$ cat src/hw/rtl/assert_macros.svh
// ----------------------------------------------------------------------------
// Assertion macros
// Short forms for the concurrent checks of the failsafe block.
// ----------------------------------------------------------------------------
`ifndef ASSERT_MACROS_SVH
`define ASSERT_MACROS_SVH

// Check a property on a given clock, disabled while the given reset is low
`define CSF_ASSERT_CLK(lbl, clk, rst_n, prop, msg) \
  lbl: assert property (@(posedge clk) disable iff (!rst_n) prop) else $error(msg);

// Check a property on the block clock and reset
`define CSF_ASSERT(lbl, prop, msg) \
  `CSF_ASSERT_CLK(lbl, clk_i, rst_ni, prop, msg)

`endif

$ cat src/hw/rtl/csf_pkg.sv
// ----------------------------------------------------------------------------
// csf_pkg
// Types, codes and constants shared by the command sequence failsafe block.
// ----------------------------------------------------------------------------
`default_nettype none

package csf_pkg;

  // Number of driven outputs; mask state is this wide
  localparam int unsigned OutputCount = 6;
  // Width of the mask fields on the result channel
  localparam int unsigned MaskFieldW  = 6;

  localparam logic [15:0] FailsafeTimeoutRst = 16'd1000;
  localparam logic [15:0] LinkLostRst        = 16'd1500;

  typedef logic [OutputCount-1:0] out_mask_t;

  typedef enum logic [1:0] {
    CmdCommand = 2'd0,
    CmdTick    = 2'd1,
    CmdFault   = 2'd2
  } cmd_e;

  typedef enum logic [1:0] {
    CfgFailsafeTimeout = 2'd0,
    CfgLinkLost        = 2'd1,
    CfgActiveLow       = 2'd2
  } cfg_idx_e;

  typedef struct packed {
    logic [1:0]  cmd;
    logic [31:0] now_ms;
    logic [15:0] sequence_req;
    logic [7:0]  requested_mask;
  } item_t;

  typedef struct packed {
    logic                  ack_send;
    logic [15:0]           ack_sequence;
    logic [MaskFieldW-1:0] applied_mask;
    logic [MaskFieldW-1:0] pin_levels;
    logic [31:0]           mask_generation;
    logic                  failsafe_on;
    logic                  link_up;
    logic [31:0]           link_age_ms;
    logic [31:0]           accepted_count;
    logic [31:0]           fault_count;
  } result_t;

  typedef struct packed {
    logic [15:0] failsafe_timeout_ms;
    logic [15:0] link_limit_ms;
    logic        outputs_active_low;
  } cfg_t;

  // Place an output mask into the result field, zero-extended or cut
  function automatic logic [MaskFieldW-1:0] mask_to_field(input out_mask_t m);
    logic [15:0] w;
    w = 16'(m);
    return w[MaskFieldW-1:0];
  endfunction

endpackage

`default_nettype wire

$ cat src/hw/rtl/csf_intf.sv
// ----------------------------------------------------------------------------
// csf_intf
// Valid/ready channels of the failsafe block: events, results, config writes.
// ----------------------------------------------------------------------------
`default_nettype none

interface csf_evt_if;
  logic        valid;
  logic        ready;
  logic [1:0]  cmd;
  logic [31:0] now_ms;
  logic [15:0] sequence_req;
  logic [7:0]  requested_mask;

  modport source (output valid, cmd, now_ms, sequence_req, requested_mask, input ready);
  modport sink   (input valid, cmd, now_ms, sequence_req, requested_mask, output ready);
endinterface

interface csf_res_if;
  logic                           valid;
  logic                           ready;
  logic                           ack_send;
  logic [15:0]                    ack_sequence;
  logic [csf_pkg::MaskFieldW-1:0] applied_mask;
  logic [csf_pkg::MaskFieldW-1:0] pin_levels;
  logic [31:0]                    mask_generation;
  logic                           failsafe_on;
  logic                           link_up;
  logic [31:0]                    link_age_ms;
  logic [31:0]                    accepted_count;
  logic [31:0]                    fault_count;

  modport source (output valid, ack_send, ack_sequence, applied_mask, pin_levels,
                  mask_generation, failsafe_on, link_up, link_age_ms,
                  accepted_count, fault_count, input ready);
  modport sink   (input valid, ack_send, ack_sequence, applied_mask, pin_levels,
                  mask_generation, failsafe_on, link_up, link_age_ms,
                  accepted_count, fault_count, output ready);
endinterface

interface csf_cfg_if;
  logic        valid;
  logic        ready;
  logic [1:0]  index;
  logic [15:0] data;

  modport source (output valid, index, data, input ready);
  modport sink   (input valid, index, data, output ready);
endinterface

`default_nettype wire

$ cat src/hw/rtl/csf_cfg_regs.sv
// ----------------------------------------------------------------------------
// csf_cfg_regs
// Configuration registers: timeout, link-lost limit and pin polarity.
// ----------------------------------------------------------------------------
`default_nettype none

module csf_cfg_regs (
  input  logic          clk_i,
  input  logic          rst_ni,
  input  logic          wr_valid_i,
  input  logic [1:0]    wr_index_i,
  input  logic [15:0]   wr_data_i,
  output logic          wr_ready_o,
  output csf_pkg::cfg_t cfg_o
);

  csf_pkg::cfg_t cfg_d, cfg_q;

  // Take every write at once
  assign wr_ready_o = 1'b1;

  // Decode the register index; unknown indexes drop the write
  always_comb begin
    cfg_d = cfg_q;
    if (wr_valid_i) begin
      unique case (csf_pkg::cfg_idx_e'(wr_index_i))
        csf_pkg::CfgFailsafeTimeout: cfg_d.failsafe_timeout_ms = wr_data_i;
        csf_pkg::CfgLinkLost:        cfg_d.link_limit_ms       = wr_data_i;
        csf_pkg::CfgActiveLow:       cfg_d.outputs_active_low  = wr_data_i[0];
        default: ;
      endcase
    end
  end

  always_ff @(posedge clk_i or negedge rst_ni) begin
    if (!rst_ni) begin
      cfg_q.failsafe_timeout_ms <= csf_pkg::FailsafeTimeoutRst;
      cfg_q.link_limit_ms       <= csf_pkg::LinkLostRst;
      cfg_q.outputs_active_low  <= 1'b0;
    end else begin
      cfg_q <= cfg_d;
    end
  end

  assign cfg_o = cfg_q;

endmodule

`default_nettype wire

$ cat src/hw/rtl/csf_in_stage.sv
// ----------------------------------------------------------------------------
// csf_in_stage
// Input register: holds one event until the result side can take it.
// ----------------------------------------------------------------------------
`default_nettype none

module csf_in_stage (
  input  logic           clk_i,
  input  logic           rst_ni,
  input  logic           valid_i,
  input  csf_pkg::item_t item_i,
  output logic           ready_o,
  input  logic           out_free_i,
  output logic           advance_o,
  output csf_pkg::item_t item_o
);

  logic           valid_d, valid_q;
  csf_pkg::item_t item_q;

  // Accept when empty or when the held event moves on this cycle
  assign ready_o   = !valid_q || out_free_i;
  assign advance_o = valid_q && out_free_i;

  always_comb begin
    valid_d = valid_q;
    if (ready_o) begin
      valid_d = valid_i;
    end
  end

  always_ff @(posedge clk_i or negedge rst_ni) begin
    if (!rst_ni) begin
      valid_q <= 1'b0;
    end else begin
      valid_q <= valid_d;
    end
  end

  // Capture the payload of each transaction
  always_ff @(posedge clk_i) begin
    if (valid_i && ready_o) begin
      item_q <= item_i;
    end
  end

  assign item_o = item_q;

endmodule

`default_nettype wire

$ cat src/hw/rtl/csf_core.sv
// ----------------------------------------------------------------------------
// csf_core
// Sequence check, mask and failsafe state, counters and status for one event.
// ----------------------------------------------------------------------------
`default_nettype none

module csf_core (
  input  logic             clk_i,
  input  logic             rst_ni,
  input  logic             advance_i,
  input  csf_pkg::item_t   item_i,
  input  csf_pkg::cfg_t    cfg_i,
  output csf_pkg::result_t result_o
);

  csf_pkg::out_mask_t mask_d, mask_q;
  logic [31:0]        gen_d, gen_q;
  logic [31:0]        last_time_d, last_time_q;
  logic [31:0]        cmd_count_d, cmd_count_q;
  logic [31:0]        fault_count_d, fault_count_q;
  logic               seen_cmd_d, seen_cmd_q;
  logic               seen_seq_d, seen_seq_q;
  logic               tripped_d, tripped_q;
  logic [15:0]        newest_seq_d, newest_seq_q;

  logic [31:0]        elapsed;
  logic               over_limit;
  logic [15:0]        seq_diff;
  logic               seq_ahead;
  logic               is_new;
  logic               is_dup;
  logic               cmd_take;
  logic               mask_set;
  csf_pkg::out_mask_t mask_req;
  logic [31:0]        age;
  csf_pkg::out_mask_t pins;

  // Time since the last command and sequence distance
  assign elapsed    = item_i.now_ms - last_time_q;
  assign over_limit = elapsed > {16'd0, cfg_i.failsafe_timeout_ms};
  assign seq_diff   = item_i.sequence_req - newest_seq_q;
  assign seq_ahead  = (seq_diff != 16'd0) && !seq_diff[15];
  assign is_new     = !seen_seq_q || !seen_cmd_q || over_limit || seq_ahead;
  assign is_dup     = seen_seq_q && (item_i.sequence_req == newest_seq_q);

  // Next state for the event
  always_comb begin
    mask_d        = mask_q;
    gen_d         = gen_q;
    last_time_d   = last_time_q;
    cmd_count_d   = cmd_count_q;
    fault_count_d = fault_count_q;
    seen_cmd_d    = seen_cmd_q;
    seen_seq_d    = seen_seq_q;
    tripped_d     = tripped_q;
    newest_seq_d  = newest_seq_q;
    cmd_take      = 1'b0;
    mask_set      = 1'b0;
    mask_req      = '0;

    case (csf_pkg::cmd_e'(item_i.cmd))
      csf_pkg::CmdCommand: begin
        if (is_new || is_dup) begin
          cmd_take    = 1'b1;
          cmd_count_d = cmd_count_q + 32'd1;
          last_time_d = item_i.now_ms;
          seen_cmd_d  = 1'b1;
          tripped_d   = 1'b0;
          if (is_new) begin
            mask_set     = 1'b1;
            mask_req     = csf_pkg::out_mask_t'(item_i.requested_mask);
            newest_seq_d = item_i.sequence_req;
            seen_seq_d   = 1'b1;
          end
        end
      end
      csf_pkg::CmdTick: begin
        if (seen_cmd_q && !tripped_q && over_limit) begin
          mask_set  = 1'b1;
          tripped_d = 1'b1;
        end
      end
      csf_pkg::CmdFault: begin
        fault_count_d = fault_count_q + 32'd1;
      end
      default: ;
    endcase

    // Bump the generation only on a real change
    if (mask_set && (mask_req != mask_q)) begin
      mask_d = mask_req;
      gen_d  = gen_q + 32'd1;
    end
  end

  // Status against this event's time; a taken command resets the age
  always_comb begin
    if (!seen_cmd_d) begin
      age = '1;
    end else if (cmd_take) begin
      age = '0;
    end else begin
      age = elapsed;
    end
  end

  assign pins = cfg_i.outputs_active_low ? ~mask_d : mask_d;

  always_comb begin
    result_o.ack_send        = cmd_take;
    result_o.ack_sequence    = cmd_take ? item_i.sequence_req : 16'd0;
    result_o.applied_mask    = csf_pkg::mask_to_field(mask_d);
    result_o.pin_levels      = csf_pkg::mask_to_field(pins);
    result_o.mask_generation = gen_d;
    result_o.failsafe_on     = tripped_d;
    result_o.link_up         = seen_cmd_d && (age < {16'd0, cfg_i.link_limit_ms});
    result_o.link_age_ms     = age;
    result_o.accepted_count  = cmd_count_d;
    result_o.fault_count     = fault_count_d;
  end

  // Commit state when the event moves into the result register
  always_ff @(posedge clk_i or negedge rst_ni) begin
    if (!rst_ni) begin
      mask_q        <= '0;
      gen_q         <= '0;
      last_time_q   <= '0;
      cmd_count_q   <= '0;
      fault_count_q <= '0;
      seen_cmd_q    <= 1'b0;
      seen_seq_q    <= 1'b0;
      tripped_q     <= 1'b0;
      newest_seq_q  <= '0;
    end else if (advance_i) begin
      mask_q        <= mask_d;
      gen_q         <= gen_d;
      last_time_q   <= last_time_d;
      cmd_count_q   <= cmd_count_d;
      fault_count_q <= fault_count_d;
      seen_cmd_q    <= seen_cmd_d;
      seen_seq_q    <= seen_seq_d;
      tripped_q     <= tripped_d;
      newest_seq_q  <= newest_seq_d;
    end
  end

endmodule

`default_nettype wire

$ cat src/hw/rtl/csf_out_stage.sv
// ----------------------------------------------------------------------------
// csf_out_stage
// Result register: holds one result until the sink takes it.
// ----------------------------------------------------------------------------
`default_nettype none

module csf_out_stage (
  input  logic             clk_i,
  input  logic             rst_ni,
  input  logic             load_i,
  input  csf_pkg::result_t result_i,
  input  logic             ready_i,
  output logic             valid_o,
  output logic             free_o,
  output csf_pkg::result_t result_o
);

  logic             valid_d, valid_q;
  csf_pkg::result_t result_q;

  // Free when empty or when the held result leaves this cycle
  assign free_o = !valid_q || ready_i;

  always_comb begin
    valid_d = valid_q;
    if (free_o) begin
      valid_d = load_i;
    end
  end

  always_ff @(posedge clk_i or negedge rst_ni) begin
    if (!rst_ni) begin
      valid_q <= 1'b0;
    end else begin
      valid_q <= valid_d;
    end
  end

  always_ff @(posedge clk_i) begin
    if (load_i) begin
      result_q <= result_i;
    end
  end

  assign valid_o  = valid_q;
  assign result_o = result_q;

endmodule

`default_nettype wire

$ cat src/hw/rtl/command_sequence_failsafe.sv
// ----------------------------------------------------------------------------
// command_sequence_failsafe
// Sequence-checked output commands with a timeout failsafe and link status.
// ----------------------------------------------------------------------------
//
//   channel   dir   payload
//   evt_i     in    cmd, now_ms, sequence_req, requested_mask
//   res_o     out   ack/sequence, mask, pins, generation, failsafe, link, counts
//   cfg_i     in    index, data (timeout, link-lost limit, active-low pins)
//
// One event per cycle unless the result stalls; each yields exactly one result.
// An event moves from the input register into the result register; the
// sequence check and state update sit between the two.
// Reset clears valid flags and core state, loads register defaults; no warm-up.
// A stalled result holds the event in the input register, then evt_i.ready
// drops; config writes are always taken.
// ----------------------------------------------------------------------------
`default_nettype none
`include "assert_macros.svh"

module command_sequence_failsafe (
  input  logic      clk_i,
  input  logic      rst_ni,
  csf_evt_if.sink   evt_i,
  csf_res_if.source res_o,
  csf_cfg_if.sink   cfg_i
);

  csf_pkg::item_t   evt_item;
  csf_pkg::item_t   held_item;
  csf_pkg::cfg_t    cfg;
  csf_pkg::result_t next_result;
  csf_pkg::result_t res_q;
  logic             advance;
  logic             out_free;

  // Gather the event fields
  assign evt_item.cmd            = evt_i.cmd;
  assign evt_item.now_ms         = evt_i.now_ms;
  assign evt_item.sequence_req   = evt_i.sequence_req;
  assign evt_item.requested_mask = evt_i.requested_mask;

  csf_cfg_regs u_cfg (
    .clk_i      (clk_i),
    .rst_ni     (rst_ni),
    .wr_valid_i (cfg_i.valid),
    .wr_index_i (cfg_i.index),
    .wr_data_i  (cfg_i.data),
    .wr_ready_o (cfg_i.ready),
    .cfg_o      (cfg)
  );

  csf_in_stage u_in (
    .clk_i      (clk_i),
    .rst_ni     (rst_ni),
    .valid_i    (evt_i.valid),
    .item_i     (evt_item),
    .ready_o    (evt_i.ready),
    .out_free_i (out_free),
    .advance_o  (advance),
    .item_o     (held_item)
  );

  csf_core u_core (
    .clk_i     (clk_i),
    .rst_ni    (rst_ni),
    .advance_i (advance),
    .item_i    (held_item),
    .cfg_i     (cfg),
    .result_o  (next_result)
  );

  csf_out_stage u_out (
    .clk_i    (clk_i),
    .rst_ni   (rst_ni),
    .load_i   (advance),
    .result_i (next_result),
    .ready_i  (res_o.ready),
    .valid_o  (res_o.valid),
    .free_o   (out_free),
    .result_o (res_q)
  );

  // Drive the result fields
  assign res_o.ack_send        = res_q.ack_send;
  assign res_o.ack_sequence    = res_q.ack_sequence;
  assign res_o.applied_mask    = res_q.applied_mask;
  assign res_o.pin_levels      = res_q.pin_levels;
  assign res_o.mask_generation = res_q.mask_generation;
  assign res_o.failsafe_on     = res_q.failsafe_on;
  assign res_o.link_up         = res_q.link_up;
  assign res_o.link_age_ms     = res_q.link_age_ms;
  assign res_o.accepted_count  = res_q.accepted_count;
  assign res_o.fault_count     = res_q.fault_count;

  // Checks
  `CSF_ASSERT(a_no_overwrite, res_o.valid && !res_o.ready |-> !advance, "pending result overwritten")
  `CSF_ASSERT(a_advance_loads, advance |=> res_o.valid, "moved event left no result")
  `CSF_ASSERT(a_failsafe_off, res_o.valid && res_o.failsafe_on |-> (res_o.applied_mask == '0) && !res_o.ack_send, "failsafe with outputs on")

endmodule

`default_nettype wire
$ cat src/flat_wrapper.sv
// flat-port wrapper written by rule: the top's interface ports become plain ports
module command_sequence_failsafe_flat 
  (clk_i, rst_ni, evt_i_valid, evt_i_cmd, evt_i_now_ms, evt_i_sequence_req, evt_i_requested_mask, evt_i_ready, res_o_valid, res_o_ack_send, res_o_ack_sequence, res_o_applied_mask, res_o_pin_levels, res_o_mask_generation, res_o_failsafe_on, res_o_link_up, res_o_link_age_ms, res_o_accepted_count, res_o_fault_count, res_o_ready, cfg_i_valid, cfg_i_index, cfg_i_data, cfg_i_ready);
  csf_evt_if evt_i_i ();
  csf_res_if res_o_i ();
  csf_cfg_if cfg_i_i ();
  input  logic clk_i;
  input  logic rst_ni;
  input wire logic [$bits(evt_i_i.valid)-1:0] evt_i_valid;
  input wire logic [$bits(evt_i_i.cmd)-1:0] evt_i_cmd;
  input wire logic [$bits(evt_i_i.now_ms)-1:0] evt_i_now_ms;
  input wire logic [$bits(evt_i_i.sequence_req)-1:0] evt_i_sequence_req;
  input wire logic [$bits(evt_i_i.requested_mask)-1:0] evt_i_requested_mask;
  output wire logic [$bits(evt_i_i.ready)-1:0] evt_i_ready;
  output wire logic [$bits(res_o_i.valid)-1:0] res_o_valid;
  output wire logic [$bits(res_o_i.ack_send)-1:0] res_o_ack_send;
  output wire logic [$bits(res_o_i.ack_sequence)-1:0] res_o_ack_sequence;
  output wire logic [$bits(res_o_i.applied_mask)-1:0] res_o_applied_mask;
  output wire logic [$bits(res_o_i.pin_levels)-1:0] res_o_pin_levels;
  output wire logic [$bits(res_o_i.mask_generation)-1:0] res_o_mask_generation;
  output wire logic [$bits(res_o_i.failsafe_on)-1:0] res_o_failsafe_on;
  output wire logic [$bits(res_o_i.link_up)-1:0] res_o_link_up;
  output wire logic [$bits(res_o_i.link_age_ms)-1:0] res_o_link_age_ms;
  output wire logic [$bits(res_o_i.accepted_count)-1:0] res_o_accepted_count;
  output wire logic [$bits(res_o_i.fault_count)-1:0] res_o_fault_count;
  input wire logic [$bits(res_o_i.ready)-1:0] res_o_ready;
  input wire logic [$bits(cfg_i_i.valid)-1:0] cfg_i_valid;
  input wire logic [$bits(cfg_i_i.index)-1:0] cfg_i_index;
  input wire logic [$bits(cfg_i_i.data)-1:0] cfg_i_data;
  output wire logic [$bits(cfg_i_i.ready)-1:0] cfg_i_ready;
  assign evt_i_i.valid = evt_i_valid;
  assign evt_i_i.cmd = evt_i_cmd;
  assign evt_i_i.now_ms = evt_i_now_ms;
  assign evt_i_i.sequence_req = evt_i_sequence_req;
  assign evt_i_i.requested_mask = evt_i_requested_mask;
  assign evt_i_ready = evt_i_i.ready;
  assign res_o_valid = res_o_i.valid;
  assign res_o_ack_send = res_o_i.ack_send;
  assign res_o_ack_sequence = res_o_i.ack_sequence;
  assign res_o_applied_mask = res_o_i.applied_mask;
  assign res_o_pin_levels = res_o_i.pin_levels;
  assign res_o_mask_generation = res_o_i.mask_generation;
  assign res_o_failsafe_on = res_o_i.failsafe_on;
  assign res_o_link_up = res_o_i.link_up;
  assign res_o_link_age_ms = res_o_i.link_age_ms;
  assign res_o_accepted_count = res_o_i.accepted_count;
  assign res_o_fault_count = res_o_i.fault_count;
  assign res_o_i.ready = res_o_ready;
  assign cfg_i_i.valid = cfg_i_valid;
  assign cfg_i_i.index = cfg_i_index;
  assign cfg_i_i.data = cfg_i_data;
  assign cfg_i_ready = cfg_i_i.ready;
  command_sequence_failsafe u_core (.clk_i(clk_i), .rst_ni(rst_ni), .evt_i(evt_i_i), .res_o(res_o_i), .cfg_i(cfg_i_i));
endmodule
$ cat config.mk
export PLATFORM = sky130hd
export DESIGN_NAME = command_sequence_failsafe_flat
export DESIGN_NICKNAME = d
export VERILOG_FILES = /design/src/hw/rtl/csf_pkg.sv /design/src/hw/rtl/csf_intf.sv /design/src/hw/rtl/csf_cfg_regs.sv /design/src/hw/rtl/csf_in_stage.sv /design/src/hw/rtl/csf_core.sv /design/src/hw/rtl/csf_out_stage.sv /design/src/hw/rtl/command_sequence_failsafe.sv /design/src/flat_wrapper.sv
export VERILOG_INCLUDE_DIRS = /design/src /design/src/hw/rtl
export SDC_FILE = /design/constraint.sdc
export NUM_CORES = 1
export LEC_CHECK = 0
export BUFFER_PORTS_ARGS = -buffer_cell sky130_fd_sc_hd__buf_2
export CAP_MARGIN = 40
export CORE_MARGIN = 3
export CORE_UTILIZATION = 25
export CTS_BUF_LIST = sky130_fd_sc_hd__clkbuf_4
export DETAILED_ROUTE_END_ITERATION = 8
export PLACE_DENSITY = 0.45
export SYNTH_ARGS = -nofsm -noshare
export SYNTH_HDL_FRONTEND = slang
export SYNTH_SLANG_ARGS = --single-unit
$ cat constraint.sdc
create_clock -name clk_i -period 8.8 [get_ports clk_i]
set_input_delay 0.44 -clock clk_i [delete_from_list [all_inputs] [get_ports clk_i]]
set_output_delay 0.44 -clock clk_i [all_outputs]
set_load 0.01 [all_outputs]
==> results.sh <==
export IMPL_syn_avg_cell_area_sq_um=10.94
export IMPL_initialDrtViolationCount=639
export IMPL_cts_resized=0
export IMPL_portBuffers=239
export IMPL_pwr_share_comb_pct=29.8
export IMPL_holdCritPathClass="primary input to async pin"
export IMPL_clk_latency_ns=0.89
export IMPL_swShare_pct=34.85
export IMPL_crit_top_cell="o21ai_0"
export IMPL_fill_cells=8294
export IMPL_status="finished clean"
export IMPL_grt_overflow=0
export IMPL_gp_congestion=0.8366
export IMPL_cts_max_path_buffers=3
export IMPL_tightest_slew_ns=0.9687
export IMPL_place_inst=3113
export IMPL_crit_start="u_core.u_in.item_o[24]$_DFFE_PP_"
export IMPL_via_per_inst=4.457
export IMPL_timing_final_hold_violations=0
export IMPL_cp_end_kind="register"
export IMPL_drcViolationCount=0
export IMPL_synthMuxAreaShare_pct=2.010
export IMPL_finalSetupViolations=0
export IMPL_cts_buffers=115
export IMPL_grt_max_degree=80
export IMPL_p_leak_nw=10.90
export IMPL_dr_pass1_iters=5
export IMPL_relSlewSlack_pct=33.75
export IMPL_grt_use_total_pct=13.27
export IMPL_wl_um=56880
export IMPL_crit_fanout=26
export IMPL_critPathLaunchType="register"
export IMPL_cts_tree="done"
export IMPL_finalMaxSlewViolations=0
export IMPL_internal_power_w=0.003881
export IMPL_die_h_um=291.3
export IMPL_synth_warnings=0
export IMPL_syn_nets=2024
export IMPL_die_area_sq_um=84880
export IMPL_num_vias=15250
export IMPL_powerDensity_nw_per_um2=235.3
export IMPL_max_cap_violations=0
export IMPL_synth_top_family_by_area="simple AND/OR/NAND/NOR gates"
export IMPL_clock_skew_ns=0.1039
export IMPL_final_cell_mix="buf_2 (239), nand2_1 (221), edfxtp_1 (215)"
export IMPL_crit_arrival_ns=7.64
export IMPL_core_area_sq_um=80550
export IMPL_async_flop_share_pct=46.65
export IMPL_timing_hold_ws_ns=0.1935
export IMPL_start_util_pct=25.27
export IMPL_fmax_ghz=0.1442
export IMPL_reg2reg_slack_ns=1.86
export IMPL_root_buffer="clkbuf_4"
export IMPL_finalPower_w=0.005958
export IMPL_final_cell_count_no_fill=3421
export IMPL_ant_nets=0
export IMPL_synthFlopType="edfxtp_1"
export IMPL_p_clk_share_pct=29.6
export IMPL_tns_ns=0
export IMPL_irDropWorstVdd_mv=0.09416
export IMPL_pwr_share_seq_pct=40.5
export IMPL_synth_cells=1861
export IMPL_clkSinkCount=403
export IMPL_clk_pin_slew_ns=0.06
export IMPL_synthAdderAreaFrac_pct=5.114
export IMPL_htree_levels=3
export IMPL_die_w_um=291.3
export IMPL_p_sw_w=0.002076
export IMPL_synth_compound_area_share_pct=9.921
export IMPL_synth_area_sq_um=20350
export IMPL_antenna_found_initial=3
export IMPL_required_ns=9.51
export IMPL_grt_pass1_wl_um=88750
export IMPL_regToRegStartpoint="u_core.u_in.item_o[24]$_DFFE_PP_"
export IMPL_fin_crit_sh_pct=78.83
export IMPL_cp_slowest_cell="nor4_2"
export IMPL_syn_to_final_growth_pct=24.38
export IMPL_fin_nets=2421
export IMPL_wire_per_inst_um=16.63
export IMPL_wl_met3_um=3134
export IMPL_synth_xor_area_share_pct=9.208
export IMPL_ys_ff_latch=403
export IMPL_final_common_cell="buf_2"
export IMPL_routed_wl_met2_um=26940
export IMPL_crit_type="register to register"
export IMPL_rsz0062_at_grt="false"
export IMPL_hpwl_um=41540
export IMPL_yosysUniqueCellTypes=93
export IMPL_synth_simple_gate_area_share_pct=15.39
export IMPL_period_needed_ns=6.937
export IMPL_cts_setup_buffers=0
export IMPL_highest_layer="met4"
export IMPL_ys_seq_area_share_pct=54.91
export IMPL_slowest_delay_ns=0.47
export IMPL_rows=104
export IMPL_synth_enable_flop_cells=215
export IMPL_wl_met1_um=25030
export IMPL_cts_hold_buffers=88
export IMPL_drive_gt1_share_pct=23.03
export IMPL_grt_pass1_vias=15500
export IMPL_ios=243
## critical path: cells and delay by family, from the launching register on
family,cells,cell delay (ns)
adders and majority gates,4,1.04
and+or+nand+nor,11,2.28
xor gates and xnor gates,1,0.40
AOI/OAI and AO/OA,12,2.30
buffers and inverters,3,0.33
DFF,1,0.39
## worst paths after layout
| kind | end | cells after the start |
|---|---|---|
| hold reg to reg | u_core.u_core.gen_q[31]$_DFFE_PN0P_ | 1 |
| hold / removal | u_core.u_core.last_time_q[28]$_DFFE_PN0P_ | 2 |
| max in group asynchronous | u_core.u_core.last_time_q[8]$_DFFE_PN0P_ | 3 |
| min in group clk_i | u_core.u_in.item_o[46]$_DFFE_PP_ | 2 |
| setup / recovery | u_core.u_out.result_o[96]$_DFFE_PP_ | 31 |
| setup reg to reg | u_core.u_out.result_o[96]$_DFFE_PP_ | 31 |
## metrics by stage
stage	instance area (sq um)	utilization, %	setup WS (ns)
4_1_cts	25310	31.42	1.787
3_3_place_gp	22700	28.19	1.650
3_5_place_dp	22910	28.44	1.824
6_report	25320	31.43	1.863
5_1_grt	25310	31.43	1.159
2_1_floorplan	20350	-	2.623
## sequential cells by signal, indices dropped and copies added (netlist names), 6 cells and up
signal / flops
u_core.u_core.gen_q: 32
u_core.u_cfg.cfg_o: 33
u_core.u_core.last_time_q: 32
u_core.u_core.cmd_count_q: 32
u_core.u_out.result_o: 159
u_core.u_in.item_o: 56
u_core.u_core.mask_q: 6
u_core.u_core.fault_count_q: 32
u_core.u_core.newest_seq_q: 16
## logic make-up after synthesis
| group | after synthesis |
|---|---|
| simple gates | 642 |
| flops | 403 |
| compound gates | 310 |
| xor+xnor | 214 |
| buf+inv | 172 |
| fa+ha+maj | 82 |
| mux | 37 |
| other cells | 1 |
## area by class of cell
class                      instances  area, sq um  area share (%)
clock inverter                    45        229.0          0.9044
sequential                       403        11180           44.15
inverter                         104        397.9           1.572
clock buffer                     172         1291           5.100
multi-input combinational       1286         8514           33.63
tap                             1060         1326           5.239
antenna                            3        7.507         0.02965
timing repair buffer             348         2374           9.375
## power groups by stage
stage | Combinational, W | Clock (W) | Sequential, W
3_5_place_dp | 0.00176 | 0 | 0.00245
3_3_place_gp | 0.00174 | 0 | 0.00245
2_1_floorplan | 0.00113 | 0 | 0.00248
6_report | 0.00178 | 0.00176 | 0.00242
5_1_grt | 0.00199 | 0.00196 | 0.00245
4_1_cts | 0.00181 | 0.00187 | 0.00242
## synth_stat cells (5+ instances only)
library cell  instances  area [sq um]
mux2i_1               6         60.06
o21a_1               16         120.1
a22oi_1               6         45.04
o211ai_1              9         67.56
inv_1               103         386.6
edfxtp_1            215          6456
nor3_1               38         190.2
and2_1               26         162.7
ha_1                 80          1001
mux2_2               31         349.1
xor2_1              101         884.6
nand2_1             222         833.3
nand3b_1              5         37.54
clkbuf_1             45         168.9
nand4_1              30         187.7
nand3_1              57         285.3
o21ai_0              92         460.4
nor4_2               10         125.1
buf_2                11         55.05
a21o_1               17         127.6
o21ai_1              10         50.05
dfstp_2              13         341.6
a21oi_1              69         345.3
nand2b_1             13         81.33
nor2_1              145         544.3
nor2b_1              11         68.82
a22o_1                7         61.31
and4_1                8         70.07
o21bai_1              5         37.54
dfrtp_1             175          4379
and3_1               32         200.2
xnor2_1             113         989.7
nor4_1                6         37.54
or3_1                10         62.56
buf_1                 6         22.52
## routing by layer
metal | track usage, % | up-vias
met5 | 0 | -
met4 | 5.453 | 0
li1 | - | 7444
met2 | 21.94 | 410
met3 | 2.960 | 121
met1 | 16.76 | 7271
Power figures use the tool's default switching activity.
